## src/rtl/lbh_pkg.sv

```systemverilog
// shared types, constants and the log2 fraction table for the log binned histogram
package lbh_pkg;

  localparam int NUM_BINS     = 4096;
  localparam int BIN_W        = $clog2(NUM_BINS);
  localparam int TABLE_BITS   = 8;
  localparam int TABLE_SIZE   = 1 << TABLE_BITS;
  localparam int SAMPLE_W     = 32;
  localparam int POS_W        = $clog2(SAMPLE_W);
  localparam int LOG_FRAC_W   = 10;
  localparam int FRAC_W       = LOG_FRAC_W + 1;
  localparam int LOG_W        = 16;
  localparam int LOG_BIAS     = 16 << LOG_FRAC_W;
  localparam int LOW_W        = 15;
  localparam int SCALE_W      = 24;
  localparam int USE_W        = 13;
  localparam int DIFF_W       = LOG_W;
  localparam int PROD_W       = DIFF_W + SCALE_W;
  localparam int BIN_SHIFT    = 18;
  localparam int BIN_FULL_W   = PROD_W - BIN_SHIFT;
  localparam int COUNT_W      = 32;
  localparam int LOST_W       = 24;

  localparam int CFG_IDX_W    = 2;
  localparam int CFG_DATA_W   = 24;
  localparam logic [CFG_IDX_W-1:0] CFG_LOG_LOW     = 2'd0;
  localparam logic [CFG_IDX_W-1:0] CFG_BIN_SCALE   = 2'd1;
  localparam logic [CFG_IDX_W-1:0] CFG_BINS_IN_USE = 2'd2;

  localparam logic [LOW_W-1:0]   LOG_LOW_RST     = 15'h4000;
  localparam logic [SCALE_W-1:0] BIN_SCALE_RST   = 24'd256;
  localparam logic [USE_W-1:0]   BINS_IN_USE_RST = 13'd4096;

  localparam logic MODE_ADD  = 1'b0;
  localparam logic MODE_READ = 1'b1;

  localparam int Q_DEPTH  = 8;
  localparam int Q_PTR_W  = $clog2(Q_DEPTH);
  localparam int Q_CNT_W  = $clog2(Q_DEPTH + 1);
  localparam int OB_DEPTH = 4;
  localparam int OB_PTR_W = $clog2(OB_DEPTH);
  localparam int OB_CNT_W = $clog2(OB_DEPTH + 1);

  localparam logic [COUNT_W-1:0] COUNT_MAX = '1;
  localparam logic [LOST_W-1:0]  LOST_MAX  = '1;

  typedef struct packed {
    logic             read_mode;
    logic             last;
    logic             kept;
    logic [BIN_W-1:0] bin;
  } op_t;

  typedef struct packed {
    logic valid;
    op_t  op;
  } push_t;

  typedef struct packed {
    logic valid;
    op_t  op;
  } head_t;

  typedef struct packed {
    logic [COUNT_W-1:0] bin_count;
    logic [LOST_W-1:0]  lost_count;
    logic [BIN_W-1:0]   bin_chosen;
    logic               sample_kept;
  } res_t;

  typedef logic [FRAC_W-1:0] frac_table_t [TABLE_SIZE];

  // round(1024 * log2(1 + m / 2^TABLE_BITS)) by repeated squaring
  function automatic logic [FRAC_W-1:0] log_frac_calc(int unsigned m);
    longint unsigned x;
    int unsigned     bits;
    x    = ((longint'(1) << TABLE_BITS) + longint'(m)) << (31 - TABLE_BITS);
    bits = 0;
    for (int k = 0; k < 16; k++) begin
      x    = (x * x) >> 31;
      bits = bits << 1;
      if (x >= (longint'(1) << 32)) begin
        bits = bits | 1;
        x    = x >> 1;
      end
    end
    return FRAC_W'((bits + 32) >> 6);
  endfunction

  function automatic frac_table_t build_frac_table();
    frac_table_t t;
    for (int i = 0; i < TABLE_SIZE; i++) begin
      t[i] = log_frac_calc(i);
    end
    return t;
  endfunction

  localparam frac_table_t FRAC_TABLE = build_frac_table();

endpackage

```

## src/rtl/lbh_if.sv

```systemverilog
// sample and result channel interfaces
interface lbh_sample_if;
  import lbh_pkg::*;
  logic                valid;
  logic                ready;
  logic                mode;
  logic [SAMPLE_W-1:0] sample;
  logic [BIN_W-1:0]    bin_index;
  logic                last;
  modport source(output valid, mode, sample, bin_index, last, input ready);
  modport sink(input valid, mode, sample, bin_index, last, output ready);
endinterface


```

## src/rtl/lbh_front.sv

```systemverilog
// front: config registers, log2 and bin classification pipeline
module lbh_front (
  input  logic                             clk,
  input  logic                             rst,
  input  logic                             cfg_we,
  input  logic [lbh_pkg::CFG_IDX_W-1:0]    cfg_index,
  input  logic [lbh_pkg::CFG_DATA_W-1:0]   cfg_data,
  lbh_sample_if.sink                       samples,
  input  logic [lbh_pkg::Q_CNT_W-1:0]      q_count,
  input  logic                             clear_done,
  output lbh_pkg::push_t                   push
);
  import lbh_pkg::*;

  logic [LOW_W-1:0]   log_low;
  logic [SCALE_W-1:0] bin_scale;
  logic [USE_W-1:0]   bins_in_use;

  logic                s1_valid, s2_valid, s3_valid;
  logic                s1_mode, s2_mode, s3_mode;
  logic                s1_last, s2_last, s3_last;
  logic [BIN_W-1:0]    s1_index, s2_index, s3_index;
  logic                s1_zero, s2_drop, s3_drop;
  logic [SAMPLE_W-1:0] s1_sample;
  logic [POS_W-1:0]    s1_pos;
  logic [DIFF_W-1:0]   s2_diff;
  logic [PROD_W-1:0]   s3_prod;

  logic                          accept;
  logic [Q_CNT_W-1:0]            pending;
  logic [POS_W-1:0]              lead_pos;
  logic [SAMPLE_W+TABLE_BITS-1:0] shifted;
  logic [TABLE_BITS-1:0]         mant;
  logic [LOG_W-1:0]              log_val;
  logic [LOG_W:0]                diff;
  logic [BIN_FULL_W-1:0]         bin_full;
  logic [USE_W-1:0]              limit;
  logic                          kept;

  // config writes
  always_ff @(posedge clk) begin
    if (rst) begin
      log_low     <= LOG_LOW_RST;
      bin_scale   <= BIN_SCALE_RST;
      bins_in_use <= BINS_IN_USE_RST;
    end else if (cfg_we) begin
      unique case (cfg_index)
        CFG_LOG_LOW:     log_low     <= cfg_data[LOW_W-1:0];
        CFG_BIN_SCALE:   bin_scale   <= cfg_data[SCALE_W-1:0];
        CFG_BINS_IN_USE: bins_in_use <= cfg_data[USE_W-1:0];
        default: ;
      endcase
    end
  end

  // credit against queue space
  assign pending = q_count + Q_CNT_W'(s1_valid) + Q_CNT_W'(s2_valid) + Q_CNT_W'(s3_valid);
  assign samples.ready = clear_done && (pending < Q_CNT_W'(Q_DEPTH));
  assign accept = samples.valid && samples.ready;

  // leading one
  always_comb begin
    lead_pos = '0;
    for (int i = 0; i < SAMPLE_W; i++) begin
      if (samples.sample[i]) begin
        lead_pos = POS_W'(i);
      end
    end
  end

  assign shifted = {s1_sample, {TABLE_BITS{1'b0}}} >> s1_pos;
  assign mant    = shifted[TABLE_BITS-1:0];
  assign log_val = LOG_W'({s1_pos, {LOG_FRAC_W{1'b0}}}) - LOG_W'(LOG_BIAS)
                 + LOG_W'(FRAC_TABLE[mant]);
  assign diff    = {log_val[LOG_W-1], log_val} - (LOG_W+1)'(signed'(log_low));

  assign bin_full = s3_prod[PROD_W-1:BIN_SHIFT];
  assign limit    = (bins_in_use < USE_W'(NUM_BINS)) ? bins_in_use : USE_W'(NUM_BINS);
  assign kept     = !s3_drop && (bin_full < BIN_FULL_W'(limit));

  always_ff @(posedge clk) begin
    if (rst) begin
      s1_valid <= 1'b0;
      s2_valid <= 1'b0;
      s3_valid <= 1'b0;
    end else begin
      s1_valid <= accept;
      s2_valid <= s1_valid;
      s3_valid <= s2_valid;
    end
  end

  always_ff @(posedge clk) begin
    s1_mode   <= samples.mode;
    s1_last   <= samples.last;
    s1_index  <= samples.bin_index;
    s1_zero   <= (samples.sample == '0);
    s1_sample <= samples.sample;
    s1_pos    <= lead_pos;

    s2_mode  <= s1_mode;
    s2_last  <= s1_last;
    s2_index <= s1_index;
    s2_drop  <= s1_zero || diff[LOG_W];
    s2_diff  <= diff[DIFF_W-1:0];

    s3_mode  <= s2_mode;
    s3_last  <= s2_last;
    s3_index <= s2_index;
    s3_drop  <= s2_drop;
    s3_prod  <= PROD_W'(s2_diff) * PROD_W'(bin_scale);
  end

  always_comb begin
    push.valid        = s3_valid;
    push.op.read_mode = s3_mode;
    push.op.last      = s3_last;
    push.op.kept      = (s3_mode == MODE_ADD) && kept;
    if (s3_mode == MODE_READ) begin
      push.op.bin = s3_index;
    end else if (kept) begin
      push.op.bin = bin_full[BIN_W-1:0];
    end else begin
      push.op.bin = '0;
    end
  end
endmodule

```

## src/flat_wrapper.sv

```systemverilog
// flat-port wrapper written by rule: the top's interface ports become plain ports
module lbh_front_flat import lbh_pkg::*;
  (clk, rst, cfg_we, cfg_index, cfg_data, q_count, clear_done, push, samples_valid, samples_mode, samples_sample, samples_bin_index, samples_last, samples_ready);
  lbh_sample_if samples_i ();
  input  logic clk;
  input  logic rst;
  input  logic cfg_we;
  input  logic [lbh_pkg::CFG_IDX_W-1:0] cfg_index;
  input  logic [lbh_pkg::CFG_DATA_W-1:0] cfg_data;
  input  logic [lbh_pkg::Q_CNT_W-1:0] q_count;
  input  logic clear_done;
  output lbh_pkg::push_t push;
  input wire logic [$bits(samples_i.valid)-1:0] samples_valid;
  input wire logic [$bits(samples_i.mode)-1:0] samples_mode;
  input wire logic [$bits(samples_i.sample)-1:0] samples_sample;
  input wire logic [$bits(samples_i.bin_index)-1:0] samples_bin_index;
  input wire logic [$bits(samples_i.last)-1:0] samples_last;
  output wire logic [$bits(samples_i.ready)-1:0] samples_ready;
  assign samples_i.valid = samples_valid;
  assign samples_i.mode = samples_mode;
  assign samples_i.sample = samples_sample;
  assign samples_i.bin_index = samples_bin_index;
  assign samples_i.last = samples_last;
  assign samples_ready = samples_i.ready;
  lbh_front u_core (.clk(clk), .rst(rst), .cfg_we(cfg_we), .cfg_index(cfg_index), .cfg_data(cfg_data), .samples(samples_i), .q_count(q_count), .clear_done(clear_done), .push(push));
endmodule
```

## config.mk

```make
export PLATFORM = sky130hd
export DESIGN_NAME = lbh_front_flat
export DESIGN_NICKNAME = d
export VERILOG_FILES = /design/src/rtl/lbh_pkg.sv /design/src/rtl/lbh_if.sv /design/src/rtl/lbh_front.sv /design/src/flat_wrapper.sv
export SDC_FILE = /design/constraint.sdc
export NUM_CORES = 1
export LEC_CHECK = 0
export BUFFER_PORTS_ARGS = -buffer_cell sky130_fd_sc_hd__buf_2
export CAP_MARGIN = 40
export CORE_AREA = 2 2 204 206
export CTS_BUF_LIST = sky130_fd_sc_hd__clkbuf_4 sky130_fd_sc_hd__clkbuf_8
export CTS_CLUSTER_SIZE = 25
export DETAILED_ROUTE_END_ITERATION = 8
export DIE_AREA = 0 0 206 208
export PLACE_DENSITY_LB_ADDON = 0.1
export SETUP_SLACK_MARGIN = 0.4
export SKIP_LAST_GASP = 1
export SLEW_MARGIN = 20
export SYNTH_ARGS = -nofsm -noshare
export SYNTH_HDL_FRONTEND = slang
export SYNTH_SLANG_ARGS = --single-unit
```

## constraint.sdc

```tcl
create_clock -name clk -period 7.2 [get_ports clk]
set_input_delay 0.72 -clock clk [delete_from_list [all_inputs] [get_ports clk]]
set_output_delay 0.72 -clock clk [all_outputs]
set_load 0.01 [all_outputs]
```

# --- After elaboration in Yosys (flattened, before gate mapping) ---
# Memory sizes are Yosys's and may differ from the RTL's.
# Index checks and enable logic that the tools add are counted.
# Widths: inputs -> output; s select.
word_totals:
  reg_bits: 193
  rom_bits: 2816
  n_memories: 1
op_classes:
  addsub: 6
  mul: 1
  order_cmp: 4
  eq_ne: 2
  shifts: 1
  mux: 35
  bitwise_logic: 2
  reduce_logical: 15
memory_table:
  columns: ["memory", "words", "word_bits", "rd", "rd_clocked_by_memory_dff", "wr", "line", "text"]
  rows:
  - ["(no name shown)", 256, 11, 1, 0, 0, "lbh_front.sv:74", "+ LOG_W'(FRAC_TABLE[mant]);"]
ops:
  columns: ["cell", "count"]
  rows:
  - ["$mux 4", 16]
  - ["$mul 16x24->40", 1]
  - ["$shr 40x5->8", 1]
  - ["$logic_not 32->1", 1]
  - ["$mux 12", 2]
  - ["$mux 3", 8]
  - ["$lt 22x13->1", 1]
  - ["$mux 11", 2]
  - ["$sub 16x15->17", 1]
  - ["$add 16x11->16", 1]
  - ["$reduce_or 16->1", 1]
  - ["$sub 15x15->16 const B", 1]
  - ["$lt 13x13->1 const B", 1]
  - ["$mux 13", 1]
  - ["$add 4x1->4", 3]
  - ["$ge 9x9->1 const B", 1]
  - ["$not 8->9", 1]
  - ["$mux 2", 4]
  - ["$reduce_or 8->1", 1]
  - ["$reduce_and 2->1", 3]
  - ["$logic_and 1x1->1", 4]
  - ["$lt 4x4->1 const B", 1]
  - ["$reduce_or 4->1", 1]
  - ["$eq 2x1->1 const B", 1]
  - ["other kinds (7)", 8]

# --- Longest topological paths before layout ---
depth:
  ltp_word: 30
  depth_mapped: 30
  ltp_nobuf: 25

# --- Worst setup path before layout ---
# No wires, ideal clock.
synth_path:
  path_type: "reg-to-reg"
  from: "register u_core.bin_scale[13]"
  to: "register u_core.s3_prod[36]"
  setup_ps: 124
  t_arrival_ps: 5679
  setup_slack_ps: 1397
  path_stages_with_launch: 23
  path_cell_list: "dfxtp_1 > clkbuf_1 > nand2_1 > fa_1 > inv_1 > fa_1 > inv_1 > fa_1 > inv_1 > fa_1 > fa_1 > inv_1 > fa_1 > inv_1 > ha_1 > o211ai_1 > a211oi_1 > o31ai_1 > a31oi_1 > a21oi_1 > a21oi_1 > mux2i_1 > nand3_1"
synth_between:
  elab_chain_cells: 1
synth_lines:
  columns: ["element", "line", "text"]
  rows:
  - ["from (decl)", "lbh_front.sv:16", "logic [SCALE_W-1:0] bin_scale;"]
  - ["from (signal assigned)", "lbh_front.sv:49", "CFG_BIN_SCALE: bin_scale <= cfg_data[SCALE_W-1:0];"]
  - ["$mul 16x24->40", "lbh_front.sv:111", "s3_prod <= PROD_W'(s2_diff) * PROD_W'(bin_scale);"]
  - ["to (signal assigned)", "lbh_front.sv:111", null]
  - ["to (decl)", "lbh_front.sv:27", "logic [PROD_W-1:0] s3_prod;"]
# Every way passes these cells.
# A chain may end at the register's enable or synchronous reset.

# --- Worst setup path after layout ---
layout_path:
  from: "register u_core.s1_pos[4]"
  to: "register u_core.s2_diff[14]"
layout_between:
  elab_chain_cells: 7
layout_lines:
  columns: ["element", "line", "text"]
  rows:
  - ["from (decl)", "lbh_front.sv:25", "logic [POS_W-1:0] s1_pos;"]
  - ["from (signal assigned)", "lbh_front.sv:99", "s1_pos <= lead_pos;"]
  - ["$shr 40x5->8", "lbh_front.sv:71", "assign shifted = {s1_sample, {TABLE_BITS{1'b0}}} >> s1_pos;"]
  - ["$not 8->9 (not written as such)", "lbh_front.sv:74", null]
  - ["$mem_v2 256x11", null, null]
  - ["$mux 11 (not written as such) (2 in a row)", "lbh_front.sv:74", null]
  - ["$add 16x11->16 *", "lbh_front.sv:74", null]
  - ["$sub 16x15->17 *", "lbh_front.sv:75", "assign diff = {log_val[LOG_W-1], log_val} - (LOG_W+1)'(signed'(log_low));"]
  - ["named net u_core.diff[14]", "lbh_front.sv:35", "logic [LOG_W:0] diff;"]
  - ["to (signal assigned)", "lbh_front.sv:105", "s2_diff <= diff[DIFF_W-1:0];"]
  - ["to (decl)", "lbh_front.sv:26", "logic [DIFF_W-1:0] s2_diff;"]
# The timed path passes the listed nets; every way through them passes the cells marked *. The select of a mux whose other input is x is not followed.

==> results by group <==
Run
  • Max_cap viols: 0

Detailed routing
  • Initial detailed-routing violation count: 1,317
  • Via density: 5.75
  • Initial DRT Pass Iterations: 9
  • Drt total wl: about 60,000 um
  • Residual DRC: 0
  • Via count: 17,700
  • Final ANT Viol Nets: 0
  • Post-DR wirelength/cell: just under 20 um

Clock network
  • Clock Latency Late Sink: approximately 0.49 ns
  • Hold_buf cts: 0
  • CTS tree: built
  • H-tree levels: 4
  • Num CTS Buffers: 17
  • CTS Sinks: 174
  • Clk root buf: clkbuf_8
  • Reg clk slew, reported paths: ~0.14 ns
  • Max Buffers Root-to-Sink: 2

Floorplanning
  • Die span in x: between 200 and 250 um
  • Die Ht: 208 um
  • Die ar.: approximately 43,000 sq um
  • Ports: 98
  • Core area: 40,600 sq um
  • Rows: 74
  • Initial core utilization: a little over half

Worst setup path
  • Critical path required time: 7.51 ns
  • Worst-path fanout max: 29
  • Crit end category: flip-flop
  • Setup CP Type: flip-flop to flip-flop
  • CP Data Arrival Time: between 6 and 7 ns
  • Critical path launch point type: flip-flop

Finish
  • Util after Layout: between 50% and 60%
  • P&R area growth vs syn: 8.22%
  • # fillers: roughly 3,800
  • Layout cells sized above 1: between 10% and 20%
  • NumNets Final: 3,073
  • Cell area after layout: roughly 23,000 sq um

Yosys
  • Mapped Cells: 2,480
  • Unique masters post-synth: 78
  • Seq cells post-synth: 174
  • Synth cell count leaders: 426 x nand2_1, 392 x inv_1, 307 x fa_1
  • Async S/R FF share, synth: 0%
  • Post-synth top area cell: fa_1
  • Synth top area cells: fa_1 29%, dfxtp_1 16%, ha_1 8.7%, nand2_1 7.5%, inv_1 6.9%
  • Sequential share of the synthesized area: around 16%
  • Number of synthesized flops with an enable pin: 0
  • Yosys Warn Count: 0
  • Synthesized cell area: around 21,000 sq um
  • Synth top area share: between 20 and 30%
  • Syn avg cell area: about 8.6 sq um
  • Syn nets: slightly above 3,000
  • Top_reg_cell synth: dfxtp_1
  • Most common cell in the synthesized netlist: nand2_1

Outcome
  • Status: completed

Placed design
  • DP HPWL: 47,300 um
  • Number of port buffers: between 90 and 100
  • Gpl congestion: 0.961
  • DP Area: approximately 23,000 sq um

Global route
  • Vias in the first global route: roughly 18,000
  • First-pass GRT wire length: 98,500 um
  • Initial antenna violation count: 4
  • GRT Util Overall: between 20 and 30%
  • Largest net degree at the start of global routing: 37
  • Grt ovf: 0

Timing
  • Max Slew Vio Count: 0
  • Hold slack: 0.321 ns
  • Slew HR: 44.9%
  • Fin. Hold Viols: 0
  • Unrepaired setup endpoints after global routing: no
  • Clk_skew: roughly 0.041 ns
  • Final Cycle Share: about nine tenths
  • Max Freq: approximately 150 MHz
  • Worst Max-Slew Pin Slew: between 0.8 and 0.9 ns
  • Post-Route Setup TNS: 0 ns
  • Period minus WS final: ~6.5 ns
  • Final setup violation count: 0

Power
  • Maximum VDD drop: around 0.00017 V
  • PwrDens: between 200 and 250 nW/um^2
  • P_leak: between 10 and 15 nW

Hold path
  • Hold Crit Class: input port to flip-flop
where the power goes:
part,internal (mW),switching [mW]
sequential,1.09,0.185
clock,0.283,0.466
combinational,1.22,2.01
total,2.60,2.66
flip-flops by register name (all words and copies together) (netlist names), 13 cells and up:
signal,flops
u_core.log_low,15
u_core.bin_scale,24
u_core.bins_in_use,13
u_core.s3_prod,22
u_core.s1_sample,31
u_core.s2_diff,16
logic make-up (layout without fill, tap and decap cells):
logic type	Yosys count	after routing	share of synthesized area, %
other	0	3	0
AOI/OAI and AO/OA	411	411	12.8
and+or+nand+nor	805	805	17.6
xor gates and xnor gates	37	37	1.52
buffers and inverters	546	615	10.1
adders and majority gates	456	456	37.5
muxes	51	51	4.07
DFF	174	174	16.3
final timing paths:
path                                    start                          to  slack, ns  cells past startpoint
setup / recovery  u_core.s1_pos[4]$_SDFF_PN1_  u_core.s2_diff[14]$_DFF_P_       0.71                     23
setup reg to reg  u_core.s1_pos[4]$_SDFF_PN1_  u_core.s2_diff[14]$_DFF_P_       0.71                     23
hold reg to reg        u_core.s1_last$_DFF_P_      u_core.s2_last$_DFF_P_       0.32                      0
hold / removal           samples_bin_index[8]  u_core.s1_index[8]$_DFF_P_       0.32                      1
routing by layer:
metal / vias to the layer above / share of wire (%) / track usage [%]
li1: 8117 / - / -
met1: 8715 / 43 / 40.3
met2: 764 / 46 / 46.7
met3: 123 / 7.9 / 5.48
met4: 4 / 3.0 / 9.16
met5: - / 0.044 / 0
cell usage in the layout (no fill, tap or decap), types with 20 or more instances in the layout:
cell,count
a211oi_1,20
a21oi_1,119
and2_1,167
buf_2,97
buf_4,87
dfxtp_1,161
fa_1,307
ha_1,148
inv_1,392
mux4_2,24
nand2_1,426
nand3_1,23
nor2_1,86
nor3_1,20
o211ai_1,27
o21ai_0,69
xnor2_1,24
metrics by stage:
step | power [mW] | setup slack [ns] | std cells
2_1_floorplan | 3.36 | 1.40 | 2480
6_report | 5.26 | 0.711 | 3084
3_3_place_gp | 4.44 | 0.692 | 3043
4_1_cts | 5.26 | 0.514 | 3079
5_1_grt | 5.70 | 0.431 | 3082
3_5_place_dp | 4.46 | 0.467 | 3047
cell type report:
| cell class | count | area, sq um | share of cell area [%] |
|---|---|---|---|
| Antenna cell | 3 | 7.51 | 0.0325 |
| Clock buffer | 17 | 234 | 1.01 |
| Clock inverter | 15 | 211 | 0.916 |
| Inverter | 393 | 1480 | 6.41 |
| Multi-Input combinational cell | 1760 | 15700 | 68.2 |
| Sequential cell | 174 | 3500 | 15.2 |
| Tap cell | 532 | 666 | 2.88 |
| Timing Repair Buffer | 190 | 1250 | 5.42 |
repair_timing:
action / 4_1_cts / 5_1_grt
setup endpoints to repair: 1 / 10
resized for setup: 1 / 14
buffers inserted: 0 / 0
critical path, stage by stage, from the launching register on:
cell,delay (ns)
dfxtp_1,0.74
and2_0,0.44
a32oi_1,0.15
o211ai_4,0.38
clkinv_4,0.30
ha_1,0.46
o21ai_0,0.43
a21oi_1,0.11
a2111oi_0,0.36
o21ai_0,0.19
o311ai_0,0.15
buf_4,0.20
ha_1,0.15
inv_1,0.05
fa_1,0.39
a21o_1,0.19
a21oi_1,0.22
o21ai_0,0.11
a21oi_1,0.22
o21ai_0,0.15
a211o_1,0.34
a21oi_1,0.28
or2_2,0.19
o311ai_0,0.12
Power figures use the tool's default switching activity.
