<file path="config.mk">
export PLATFORM = sky130hd
export DESIGN_NAME = lbh_queue
export DESIGN_NICKNAME = d
export VERILOG_FILES = /design/src/rtl/lbh_pkg.sv /design/src/rtl/lbh_queue.sv
export SDC_FILE = /design/constraint.sdc
export NUM_CORES = 1
export LEC_CHECK = 0
export ABC_AREA = 1
export BUFFER_PORTS_ARGS = -buffer_cell sky130_fd_sc_hd__buf_2
export CAP_MARGIN = 20
export CORE_AREA = 2 2 115 117
export CTS_BUF_LIST = sky130_fd_sc_hd__clkbuf_8
export CTS_CLUSTER_DIAMETER = 120
export DETAILED_ROUTE_END_ITERATION = 10
export DIE_AREA = 0 0 117 119
export HOLD_SLACK_MARGIN = 0.02
export PLACE_DENSITY_LB_ADDON = 0.08
export SETUP_SLACK_MARGIN = 0.1
export SLEW_MARGIN = 20
export SYNTH_ARGS = -nofsm -noshare
export SYNTH_HDL_FRONTEND = slang
export SYNTH_SLANG_ARGS = --single-unit
export TNS_END_PERCENT = 50
</file>
<file path="constraint.sdc">
create_clock -name clk -period 1.6 [get_ports clk]
set_input_delay 0.16 -clock clk [delete_from_list [all_inputs] [get_ports clk]]
set_output_delay 0.16 -clock clk [all_outputs]
set_load 0.01 [all_outputs]
</file>
<file path="src/rtl/lbh_pkg.sv">
// shared types, constants and the log2 fraction table for the log binned histogram
package lbh_pkg;

  localparam int NUM_BINS     = 4096;
  localparam int BIN_W        = $clog2(NUM_BINS);
  localparam int TABLE_BITS   = 8;
  localparam int TABLE_SIZE   = 1 << TABLE_BITS;
  localparam int SAMPLE_W     = 32;
  localparam int POS_W        = $clog2(SAMPLE_W);
  localparam int LOG_FRAC_W   = 10;
  localparam int FRAC_W       = LOG_FRAC_W + 1;
  localparam int LOG_W        = 16;
  localparam int LOG_BIAS     = 16 << LOG_FRAC_W;
  localparam int LOW_W        = 15;
  localparam int SCALE_W      = 24;
  localparam int USE_W        = 13;
  localparam int DIFF_W       = LOG_W;
  localparam int PROD_W       = DIFF_W + SCALE_W;
  localparam int BIN_SHIFT    = 18;
  localparam int BIN_FULL_W   = PROD_W - BIN_SHIFT;
  localparam int COUNT_W      = 32;
  localparam int LOST_W       = 24;

  localparam int CFG_IDX_W    = 2;
  localparam int CFG_DATA_W   = 24;
  localparam logic [CFG_IDX_W-1:0] CFG_LOG_LOW     = 2'd0;
  localparam logic [CFG_IDX_W-1:0] CFG_BIN_SCALE   = 2'd1;
  localparam logic [CFG_IDX_W-1:0] CFG_BINS_IN_USE = 2'd2;

  localparam logic [LOW_W-1:0]   LOG_LOW_RST     = 15'h4000;
  localparam logic [SCALE_W-1:0] BIN_SCALE_RST   = 24'd256;
  localparam logic [USE_W-1:0]   BINS_IN_USE_RST = 13'd4096;

  localparam logic MODE_ADD  = 1'b0;
  localparam logic MODE_READ = 1'b1;

  localparam int Q_DEPTH  = 8;
  localparam int Q_PTR_W  = $clog2(Q_DEPTH);
  localparam int Q_CNT_W  = $clog2(Q_DEPTH + 1);
  localparam int OB_DEPTH = 4;
  localparam int OB_PTR_W = $clog2(OB_DEPTH);
  localparam int OB_CNT_W = $clog2(OB_DEPTH + 1);

  localparam logic [COUNT_W-1:0] COUNT_MAX = '1;
  localparam logic [LOST_W-1:0]  LOST_MAX  = '1;

  typedef struct packed {
    logic             read_mode;
    logic             last;
    logic             kept;
    logic [BIN_W-1:0] bin;
  } op_t;

  typedef struct packed {
    logic valid;
    op_t  op;
  } push_t;

  typedef struct packed {
    logic valid;
    op_t  op;
  } head_t;

  typedef struct packed {
    logic [COUNT_W-1:0] bin_count;
    logic [LOST_W-1:0]  lost_count;
    logic [BIN_W-1:0]   bin_chosen;
    logic               sample_kept;
  } res_t;

  typedef logic [FRAC_W-1:0] frac_table_t [TABLE_SIZE];

  // round(1024 * log2(1 + m / 2^TABLE_BITS)) by repeated squaring
  function automatic logic [FRAC_W-1:0] log_frac_calc(int unsigned m);
    longint unsigned x;
    int unsigned     bits;
    x    = ((longint'(1) << TABLE_BITS) + longint'(m)) << (31 - TABLE_BITS);
    bits = 0;
    for (int k = 0; k < 16; k++) begin
      x    = (x * x) >> 31;
      bits = bits << 1;
      if (x >= (longint'(1) << 32)) begin
        bits = bits | 1;
        x    = x >> 1;
      end
    end
    return FRAC_W'((bits + 32) >> 6);
  endfunction

  function automatic frac_table_t build_frac_table();
    frac_table_t t;
    for (int i = 0; i < TABLE_SIZE; i++) begin
      t[i] = log_frac_calc(i);
    end
    return t;
  endfunction

  localparam frac_table_t FRAC_TABLE = build_frac_table();

endpackage

</file>
<file path="src/rtl/lbh_queue.sv">
// short queue of classified operations between front and back
module lbh_queue (
  input  logic                        clk,
  input  logic                        rst,
  input  lbh_pkg::push_t              push,
  input  logic                        pop,
  output lbh_pkg::head_t              head,
  output logic [lbh_pkg::Q_CNT_W-1:0] count
);
  import lbh_pkg::*;

  op_t                entries [Q_DEPTH];
  logic [Q_PTR_W-1:0] wr_ptr;
  logic [Q_PTR_W-1:0] rd_ptr;

  always_ff @(posedge clk) begin
    if (rst) begin
      wr_ptr <= '0;
      rd_ptr <= '0;
      count  <= '0;
    end else begin
      if (push.valid) begin
        wr_ptr <= wr_ptr + 1'b1;
      end
      if (pop) begin
        rd_ptr <= rd_ptr + 1'b1;
      end
      count <= count + Q_CNT_W'(push.valid) - Q_CNT_W'(pop);
    end
  end

  always_ff @(posedge clk) begin
    if (push.valid) begin
      entries[wr_ptr] <= push.op;
    end
  end

  assign head.valid = (count != '0);
  assign head.op    = entries[rd_ptr];
endmodule

</file>
Word-level counts from Yosys, hierarchy flattened. Memory sizes are Yosys's and may differ from the RTL's. A register that Yosys moved wholly into a read port is not among the register bits. Index checks and enable logic that the tools add are counted. Widths: inputs -> output; s select.

Register bits after elaboration: 10. Bits in writable memories: 120. Input port bits: 19. Output and inout port bits: 20. Logic and storage cells: 13. Memories: 1.

Add/sub/neg operators: 4. Multiplexer cells: 4. Reduce and logical (&&, ||, !) cells: 1.

Memories: entries (depth 8, width 15, read ports 1, clocked after Yosys merged registers in 1, write ports 1, line lbh_queue.sv:12) `op_t entries [Q_DEPTH];`.

Operator list (count): $add 3x1->3 const B (2); $mux 3 (2); $add 4x1->4 (1); $reduce_bool 4->1 (1); $sub 4x1->4 (1); $mux 1 (2).

Logic depth before layout (Yosys ltp). Gate-level depths: netlist of run 1.

Depth in word-level cells: 3. Gate-level depth with buffers: 9. Depth with buffers taken out: 9.

Worst setup path before layout of run 1. OpenSTA, ideal clock, no wires.

Path type: register to register. Start point: reg wr_ptr[0]. End point: mem entries[0][0] (netlist name), enable pin. Library setup time: 0.386 ns. Data arrival time: 1.312 ns. Data required time: 1.214 ns. Setup slack: -0.098 ns. Cell stages (with the launch flop): 3. Path buffers: 0. Clock period less this slack: 1.698 ns. Cells stage by stage: dfxtp_1 -> or2_2 -> nor2_1.

RTL lines: start: declaration (line lbh_queue.sv:13) `logic [Q_PTR_W-1:0] wr_ptr;`; start signal: assignment (line lbh_queue.sv:23) `wr_ptr <= wr_ptr + 1'b1;`; end: declaration (line lbh_queue.sv:12).

Straight into the memory's write port.

==> results of run 1 <==
## per-layer routing
metal  global-route usage, %  part of all wire (%)  vias up
met5                       0                     0        -
met4                    7.72                   1.5        0
met3                    4.38                   3.6       14
met2                    32.4                    49       66
met1                    25.8                    46     1856
li1                        -                     -     2036
## where the power goes
group	leakage (uW)	switching [uW]	internal, uW
logic	0.00194	694	520
clock network	0.000207	1200	1300
registers	0.00120	55.8	3900
total	0.00334	1950	5730
## kinds of logic (layout without fill, tap and decap cells)
group / count (synthesis) / count (layout) / share of synthesized area [%]
and+or+nand+nor: 286 / 286 / 19.7
buffers and inverters: 160 / 263 / 11.5
DFF: 133 / 133 / 65.9
AOI/OAI and AO/OA: 11 / 11 / 0.939
adders and majority gates: 8 / 8 / 1.83
xor gates and xnor gates: 1 / 1 / 0.149
## final cells by class
type                       count  area [sq um]  area share (%)
sequential                   133          3870            54.3
clock buffer                  20           275            3.87
timing repair buffer          93           787            11.1
multi-input combinational    306          1360            19.2
tap                          176           220            3.09
clock inverter                12          78.8            1.11
inverter                     138           526            7.38
## worst max path at each step
stage,slack [ns],from,to,cells past startpoint
6_report,-0.13,flop,head[3],8
3_5_place_dp,-0.006,count[0],count[2],8
4_1_cts,-0.16,flop,head[9],8
5_1_grt,-0.25,flop,head[7],8
3_3_place_gp,0.04,count[0],count[2],8
2_1_floorplan,-0.1,wr_ptr[0],entries[0][0],2
## timing repair
item | 4_1_cts | 5_1_grt
buffers inserted | 3 | 0
endpoints found under the hold margin | 123 | 0
gates cloned | 2 | 3
hold buffers | 16 | 0
resized for setup | 19 | 3
setup endpoints to repair | 17 | 17
pin swaps | 5 | 10
## placed cells by master, fill, tap and decap left out, types with 7 or more instances in the layout
master,netlist,final
nor2_1,15,15
nand3_1,63,62
nand2_1,206,205
a21oi_1,7,7
buf_4,0,28
inv_1,137,141
clkbuf_8,0,20
dlygate4sd3_1,0,16
dfxtp_1,13,11
buf_2,13,36
edfxtp_1,120,120
## registers in the layout, indices dropped and copies added, names as in the netlist, named ones only
register / cells
wr_ptr: 3
rd_ptr: 3
entries: 120
count: 4
## worst min-delay path: cells and delay by family
kind	cells	cell delay, ns
AND/OR/NAND/NOR	1	0.08
AO/OA/AOI/OAI	1	0.06
buffers and inverters	1	0.14
## stage by stage
step                instances  TNS (ns)  area, sq um
global placement          822         0         6380
detailed placement        822  -0.00633         6380
floorplan                 599     -5.88         5870
finish                    878     -1.55         7120
CTS                       875     -2.02         7040
global route              878     -3.37         7120
==> results.sh, run 1 <==
export IMPL_outcome="complete, but fails checks"
export IMPL_violations="setup timing"
export IMPL_whs_endpoint="wr_ptr[2]"
export IMPL_insertion_delay_ns=0.45
export IMPL_antenna_found_initial=0
export IMPL_row_count=42
export IMPL_drv_cap=0
export IMPL_syn_inst=599
export IMPL_hp_class="input pin to flop"
export IMPL_endpoint_kind="output port"
export IMPL_yosysSeqAreaShare_pct=65.9
export IMPL_rsz0062_at_grt="true"
export IMPL_clockBufferDepth=2
export IMPL_yosys_top_cells_count="206 x nand2_1, 137 x inv_1, 120 x edfxtp_1"
export IMPL_rrSetupSlack_ns=0.17
export IMPL_drive_above_1_share_pct=16.4
export IMPL_ios=39
export IMPL_cts_made_buffers=17
export IMPL_grt_max_degree=21
export IMPL_yosys_area_top_type="edfxtp_1"
export IMPL_max_freq_mhz=579
export IMPL_post_place_ws_ns=-0.00633
export IMPL_synth_most_common_cell="nand2_1"
export IMPL_htree_levels=4
export IMPL_worstMarginPinSlew_ns=0.260
export IMPL_finalMaxSlewViolations=0
export IMPL_grt_pass1_wl_microns=20100
export IMPL_dr_pass1_iters=4
export IMPL_crit_chain="buf_12, clkbuf_16, nand2_1, nand3_1, nand2_1, nand2_1, nand2_1, buf_2"
export IMPL_die_area_sq_um=13900
export IMPL_finalCriticalPeriod_ns=1.73
export IMPL_wire_per_inst_microns=14.5
export IMPL_rr_worst_depth=7
export IMPL_fp_dieH_microns=119
export IMPL_timing_hold_ws_ns=0.0546
export IMPL_r2r_end="count[1]"
export IMPL_io_buffer_count=38
export IMPL_cp_arrival_ns=1.57
export IMPL_ys_ff_latch=133
export IMPL_antenna_cells=0
export IMPL_fin_total_pwr_uw=7670
export IMPL_async_reset_ff_share_pct=0
export IMPL_cts_tree="done"
export IMPL_hold_viol=0
export IMPL_worst_path_max_fanout=5
export IMPL_synthTopCellsByArea="edfxtp_1 61%, nand2_1 13%, inv_1 8.8%"
export IMPL_cp_buffers_inverters=3
export IMPL_relSlewSlack_pct=82.7
export IMPL_required_ns=1.44
export IMPL_numClockSinks=133
export IMPL_power_density_nw_per_um2=1080
export IMPL_yosysWarnings=0
export IMPL_groute_usage_overall_pct=19.9
export IMPL_yosys_cell_types_count=17
export IMPL_clk_pin_slew_ns=0.06
export IMPL_root_buffer="clkbuf_8"
export IMPL_peakVddDrop_mv=0.624
export IMPL_startpoint_type="flop"
export IMPL_nFillCells=1164
export IMPL_synth_edf_count=120
export IMPL_finalWeightedCongestion=0.763
export IMPL_vias_per_cell=4.52
export IMPL_drcViolationCount=0
export IMPL_crit_top_cell="nand2_1"
export IMPL_whs_path_depth=3
export IMPL_dieWidth_microns=117
export IMPL_critPathSlowestCell="dfxtp_4"
export IMPL_synth_top_area_share_pct=61.4
export IMPL_drt_iter0_markers=181
export IMPL_fin_crit_sh_pct=108
export IMPL_postSynthAreaPerCell_sq_um=9.79
export IMPL_critPathKind="flop to output port"
export IMPL_syn_to_final_growth_pct=21.4
export IMPL_ant_nets=0
export IMPL_power_leakage_uw=0.00334
export IMPL_critical_path_top_delay_family="flip-flops"
export IMPL_r2r_start="count[0]"
export IMPL_num_vias=3972
export IMPL_max_stage_delay_ns=0.43
export IMPL_core_area_sq_um=12900
export IMPL_setup_violations=15
export IMPL_grt_overflow_total=0
export IMPL_synth_flop_cell="edfxtp_1"
export IMPL_finClkSkew_ns=0.0138
export IMPL_wl_microns=12700
export IMPL_finish_utilization_pct=55.3
export IMPL_netlist_area_sq_um=5870
export IMPL_synth_nets=626
export IMPL_min_delay_start="push[15]"
export IMPL_initial_core_util_pct=45.6
export IMPL_dp_hpwl_microns=7570
export IMPL_fin_ws_ns=-0.126
export IMPL_nets=716
export IMPL_grt_pass1_vias=3890
Note: power is estimated with default switching activity, not from simulation.
==> inputs of run 2 (changes only) <==
- SKIP_LAST_GASP: unset -> 1
==> results.sh, run 2 (synthesis gave the netlist of run 1 again) <==
export IMPL_num_vias=4022
export IMPL_groute_usage_overall_pct=19.9
export IMPL_power_switching_uw=1960
export IMPL_layout_commonest_cell="nand2_1"
export IMPL_drive_above_1_share_pct=18.0
export IMPL_final_cell_mix="201 x nand2_1, 141 x inv_1, 120 x edfxtp_1"
export IMPL_dp_hpwl_microns=7570
export IMPL_power_leakage_uw=0.00338
export IMPL_vias_per_cell=4.57
export IMPL_htree_levels=4
export IMPL_crit_top_cell="nand2_1"
export IMPL_numClockSinks=133
export IMPL_pwr_share_comb_pct=16.2
export IMPL_crit_chain="buf_12, clkbuf_16, nand2_1, nand3_1, nand2_1, nand2_1, nand2_1, buf_2"
export IMPL_row_count=42
export IMPL_violations="setup timing"
export IMPL_p_int_uw=5740
export IMPL_cp_buffers_inverters=3
export IMPL_largest_registers="entries (120), count (4)"
export IMPL_finalWeightedCongestion=0.763
export IMPL_hp_class="input pin to flop"
export IMPL_rsz0062_at_grt="true"
export IMPL_core_area_sq_um=12900
export IMPL_power_density_nw_per_um2=1070
export IMPL_finalMaxSlewViolations=0
export IMPL_largest_reg_flops=120
export IMPL_syn_to_final_growth_pct=22.8
export IMPL_initial_core_util_pct=45.6
export IMPL_finalCriticalPeriod_ns=1.73
export IMPL_seq_power_share_pct=51.4
export IMPL_antenna_found_initial=0
export IMPL_endpoint_kind="output port"
export IMPL_cp_arrival_ns=1.57
export IMPL_dieWidth_microns=117
export IMPL_clk_pin_slew_ns=0.06
export IMPL_drv_cap=0
export IMPL_critPathKind="flop to output port"
export IMPL_post_place_ws_ns=-0.00633
export IMPL_fin_crit_sh_pct=108
export IMPL_largest_register="entries"
export IMPL_worstMarginPinSlew_ns=0.263
export IMPL_cts_tree="done"
export IMPL_antenna_cells=0
export IMPL_insertion_delay_ns=0.44
export IMPL_p_sw_share_pct=25.4
export IMPL_setup_violations=15
export IMPL_finClkSkew_ns=0.0110
export IMPL_drt_iter0_markers=173
export IMPL_grt_pass1_wl_microns=20100
export IMPL_max_freq_mhz=577
export IMPL_critical_path_top_delay_family="flip-flops"
export IMPL_grt_pass1_vias=3897
export IMPL_fp_dieH_microns=119
export IMPL_drcViolationCount=0
export IMPL_root_buffer="clkbuf_8"
export IMPL_grt_overflow_total=0
export IMPL_finish_utilization_pct=55.9
export IMPL_nets=719
export IMPL_final_area_sq_um=7200
export IMPL_wl_microns=12900
export IMPL_required_ns=1.44
export IMPL_ant_nets=0
export IMPL_wire_per_inst_microns=14.7
export IMPL_dr_pass1_iters=4
export IMPL_cts_made_buffers=17
export IMPL_outcome="complete, but fails checks"
export IMPL_startpoint_type="flop"
export IMPL_hold_viol=0
export IMPL_max_stage_delay_ns=0.43
export IMPL_critPathSlowestCell="dfxtp_4"
export IMPL_peakVddDrop_mv=0.622
export IMPL_relSlewSlack_pct=82.4
export IMPL_clkPwrFrac_pct=32.3
export IMPL_fin_ws_ns=-0.132
export IMPL_grt_max_degree=21
export IMPL_post_dp_cell_area_sq_um=6380
export IMPL_worst_path_max_fanout=5
export IMPL_ios=39
export IMPL_clockBufferDepth=2
export IMPL_io_buffer_count=38
export IMPL_die_area_sq_um=13900
-- run 2: area by class of cell --
type | count | area [sq um]
repair buffers | 96 | 826
multi-input cells | 306 | 1410
inverters | 138 | 526
flip-flops and latches | 133 | 3870
clock buffers | 20 | 275
clock inverters | 12 | 78.8
fillers | 1144 | 5670
well taps | 176 | 220
-- run 2: repair_timing --
item,4_1_cts,5_1_grt
hold endpoints to repair,124,0
setup buffers,3,1
endpoints found under the setup margin,17,69
pin swaps,1,22
gates cloned,2,4
resized for setup,8,32
hold buffers,17,0
-- run 2: metrics by stage --
stage	std cells	hold WS (ns)	TNS, ns	total power (uW)
floorplan	599	0.227	-5.88	4710
global placement	822	0.408	0	5070
detailed placement	822	0.412	-0.00633	5090
CTS	876	0.0332	-2.09	7680
global route	881	0.101	-3.36	8120
finish	881	0.0829	-1.59	7700
-- run 2: worst paths after layout --
kind | start | endpoint | slack, ns | cells after the start
worst max-delay path | flop | head[6] | -0.13 | 8
worst min-delay path | pop | rd_ptr[1] | 0.08 | 3
worst max register to register | count[0] | count[1] | 0.11 | 7
worst min register to register | wr_ptr[0] | wr_ptr[0] | 0.51 | 2
-- run 2: worst register-to-register path, delay by kind of cell, from the launching register on --
family | cells | cell delay (ns)
adders and majority gates | 3 | 0.88
and+or+nand+nor | 1 | 0.04
buffers and inverters | 3 | 0.15
DFF | 1 | 0.33
-- run 2: per-layer routing --
layer	wire [microns]	GRT usage (%)	up-vias
met1	5880	25.8	1881
met4	192	7.72	0
met5	0	0	-
li1	-	-	2046
met3	508	4.38	14
met2	6360	32.5	81
-- run 2: power by group through the flow --
stage / Combinational, uW / Sequential (uW) / Clock, uW
after global routing: 1410 / 3970 / 2730
final: 1250 / 3960 / 2490
after floorplan: 676 / 4040 / 0
after CTS: 1160 / 3960 / 2570
after detailed placement: 1060 / 4030 / 0
after global placement: 1040 / 4030 / 0
==> inputs of run 3 (changes only) <==
- CELL_PAD_IN_SITES_DETAIL_PLACEMENT: unset -> 1
- CELL_PAD_IN_SITES_GLOBAL_PLACEMENT: unset -> 1
- CORE_AREA: 2 2 115 117 -> 2 2 119 121
- DIE_AREA: 0 0 117 119 -> 0 0 121 123
- PLACE_DENSITY: unset -> 0.82
- PLACE_DENSITY_LB_ADDON: 0.08 -> unset
==> results.sh, run 3 (synthesis gave the netlist of run 1 again) <==
export IMPL_critPathKind="flop to output port"
export IMPL_max_stage_delay_ns=0.42
export IMPL_fin_ws_ns=-0.192
export IMPL_die_area_sq_um=14900
export IMPL_finalMaxSlewViolations=0
export IMPL_instances_no_fill=877
export IMPL_startpoint_type="flop"
export IMPL_power_density_nw_per_um2=1120
export IMPL_cts_made_buffers=17
export IMPL_largest_registers="entries (120), count (4)"
export IMPL_violations="setup timing"
export IMPL_seq_area_sq_um=3870
export IMPL_rsz0062_at_grt="true"
export IMPL_dr_pass1_iters=5
export IMPL_drive_above_1_share_pct=17.6
export IMPL_grt_overflow_total=0
export IMPL_dp_cells=822
export IMPL_drv_cap=0
export IMPL_power_leakage_uw=0.00329
export IMPL_final_cell_mix="203 x nand2_1, 134 x inv_1, 120 x edfxtp_1"
export IMPL_grt_pass1_wl_microns=24900
export IMPL_clockBufferDepth=2
export IMPL_ant_nets=0
export IMPL_hp_class="input pin to flop"
export IMPL_crit_chain="buf_12, nand2_1, nand3_1, nand2_1, nand2_1, nand2_1, buf_2"
export IMPL_fin_crit_sh_pct=112
export IMPL_core_area_sq_um=13600
export IMPL_hold_viol=0
export IMPL_crit_top_cell="nand2_1"
export IMPL_nets=711
export IMPL_initial_core_util_pct=43.1
export IMPL_row_count=43
export IMPL_largest_reg_flops=120
export IMPL_dp_hpwl_microns=9780
export IMPL_endpoint_kind="output port"
export IMPL_outcome="complete, but fails checks"
export IMPL_root_buffer="clkbuf_8"
export IMPL_worstMarginPinSlew_ns=0.254
export IMPL_clk_pin_slew_ns=0.07
export IMPL_finalCriticalPeriod_ns=1.79
export IMPL_cts_tree="done"
export IMPL_syn_to_final_growth_pct=21.4
export IMPL_grt_pass1_vias=4758
export IMPL_seq_power_share_pct=49.8
export IMPL_finClkSkew_ns=0.00801
export IMPL_peakVddDrop_mv=0.531
export IMPL_multiInputGateArea_sq_um=1390
export IMPL_clkPwrFrac_pct=33.6
export IMPL_wl_microns=15900
export IMPL_grt_max_degree=33
export IMPL_p_sw_share_pct=27.4
export IMPL_power_switching_uw=2180
export IMPL_critical_path_top_delay_family="simple AND/OR/NAND/NOR gates"
export IMPL_num_vias=4320
export IMPL_worst_path_max_fanout=32
export IMPL_largest_register="entries"
export IMPL_drcViolationCount=0
export IMPL_ios=39
export IMPL_cp_arrival_ns=1.63
export IMPL_dieWidth_microns=121
export IMPL_nFillCells=1526
export IMPL_insertion_delay_ns=0.44
export IMPL_groute_usage_overall_pct=22.6
export IMPL_layout_commonest_cell="nand2_1"
export IMPL_wire_per_inst_microns=18.1
export IMPL_finalWeightedCongestion=0.782
export IMPL_htree_levels=4
export IMPL_timing_hold_ws_ns=0.0244
export IMPL_io_buffer_count=38
export IMPL_setup_violations=15
export IMPL_drt_iter0_markers=269
export IMPL_antenna_found_initial=0
export IMPL_antenna_cells=0
export IMPL_fp_dieH_microns=123
export IMPL_max_freq_mhz=558
export IMPL_cp_buffers_inverters=2
export IMPL_numClockSinks=133
export IMPL_vias_per_cell=4.93
export IMPL_pwr_share_comb_pct=16.6
export IMPL_p_int_uw=5780
export IMPL_required_ns=1.44
export IMPL_critPathSlowestCell="dfxtp_4"
export IMPL_relSlewSlack_pct=83.0
## run 3: area by class of cell
class,count,share of cell area [%]
sequential,133,54.3
multi-input combinational,306,19.5
timing repair buffer,88,10.4
inverter,138,7.41
clock buffer,17,3.29
tap,180,3.16
clock inverter,15,1.99
## run 3: what timing repair did
action | 4_1_cts | 5_1_grt
pin swaps | 4 | 4
endpoints found under the hold margin | 103 | 0
setup endpoints to repair | 17 | 44
hold buffers | 15 | 0
gates cloned | 1 | 1
setup buffers | 4 | 2
resized for setup | 18 | 17
## run 3: per-layer routing
layer,part of all wire [%],track usage [%],up-vias
met3,4.3,4.89,41
li1,-,-,2031
met5,0,0,-
met1,39,25.9,2129
met2,53,40.5,119
met4,3.3,10.0,0
## run 3: power groups by stage
stage	Combinational [uW]	Sequential (uW)	Clock (uW)
after floorplan	676	4040	0
after global routing	1470	3980	2830
after global placement	1030	4020	0
after detailed placement	1110	4030	0
after CTS	1220	3960	2690
final	1320	3970	2680
## run 3: worst paths after layout
| path | from | endpoint | slack, ns | depth (start not counted) |
|---|---|---|---|---|
| worst max-delay path | flop | head[3] | -0.19 | 7 |
| worst max register to register | count[0] | count[1] | 0.09 | 7 |
| worst min register to register | wr_ptr[0] | wr_ptr[0] | 0.52 | 2 |
| worst min-delay path | push[4] | entries[3][4] | 0.02 | 1 |
## run 3: per-stage QoR
step                      instance area (sq um)  TNS [ns]  worst slack (ns)  util (%)  power [uW]
after global placement                     6380         0            0.0192      46.9        5050
after detailed placement                   6380   -0.0560           -0.0560      46.9        5150
after CTS                                  7020     -2.13            -0.179      51.6        7870
after global routing                       7120     -3.66            -0.276      52.3        8280
final                                      7120     -2.19            -0.192      52.3        7960
after floorplan                            5870     -5.88           -0.0981         -        4710
## run 3: worst reg2reg max path, cell delays in order (launching register included)
cell     delay, ns
dfxtp_2       0.35
inv_2         0.05
ha_4          0.21
inv_4         0.05
ha_4          0.12
inv_2         0.04
fa_2          0.54
nor2_2        0.04
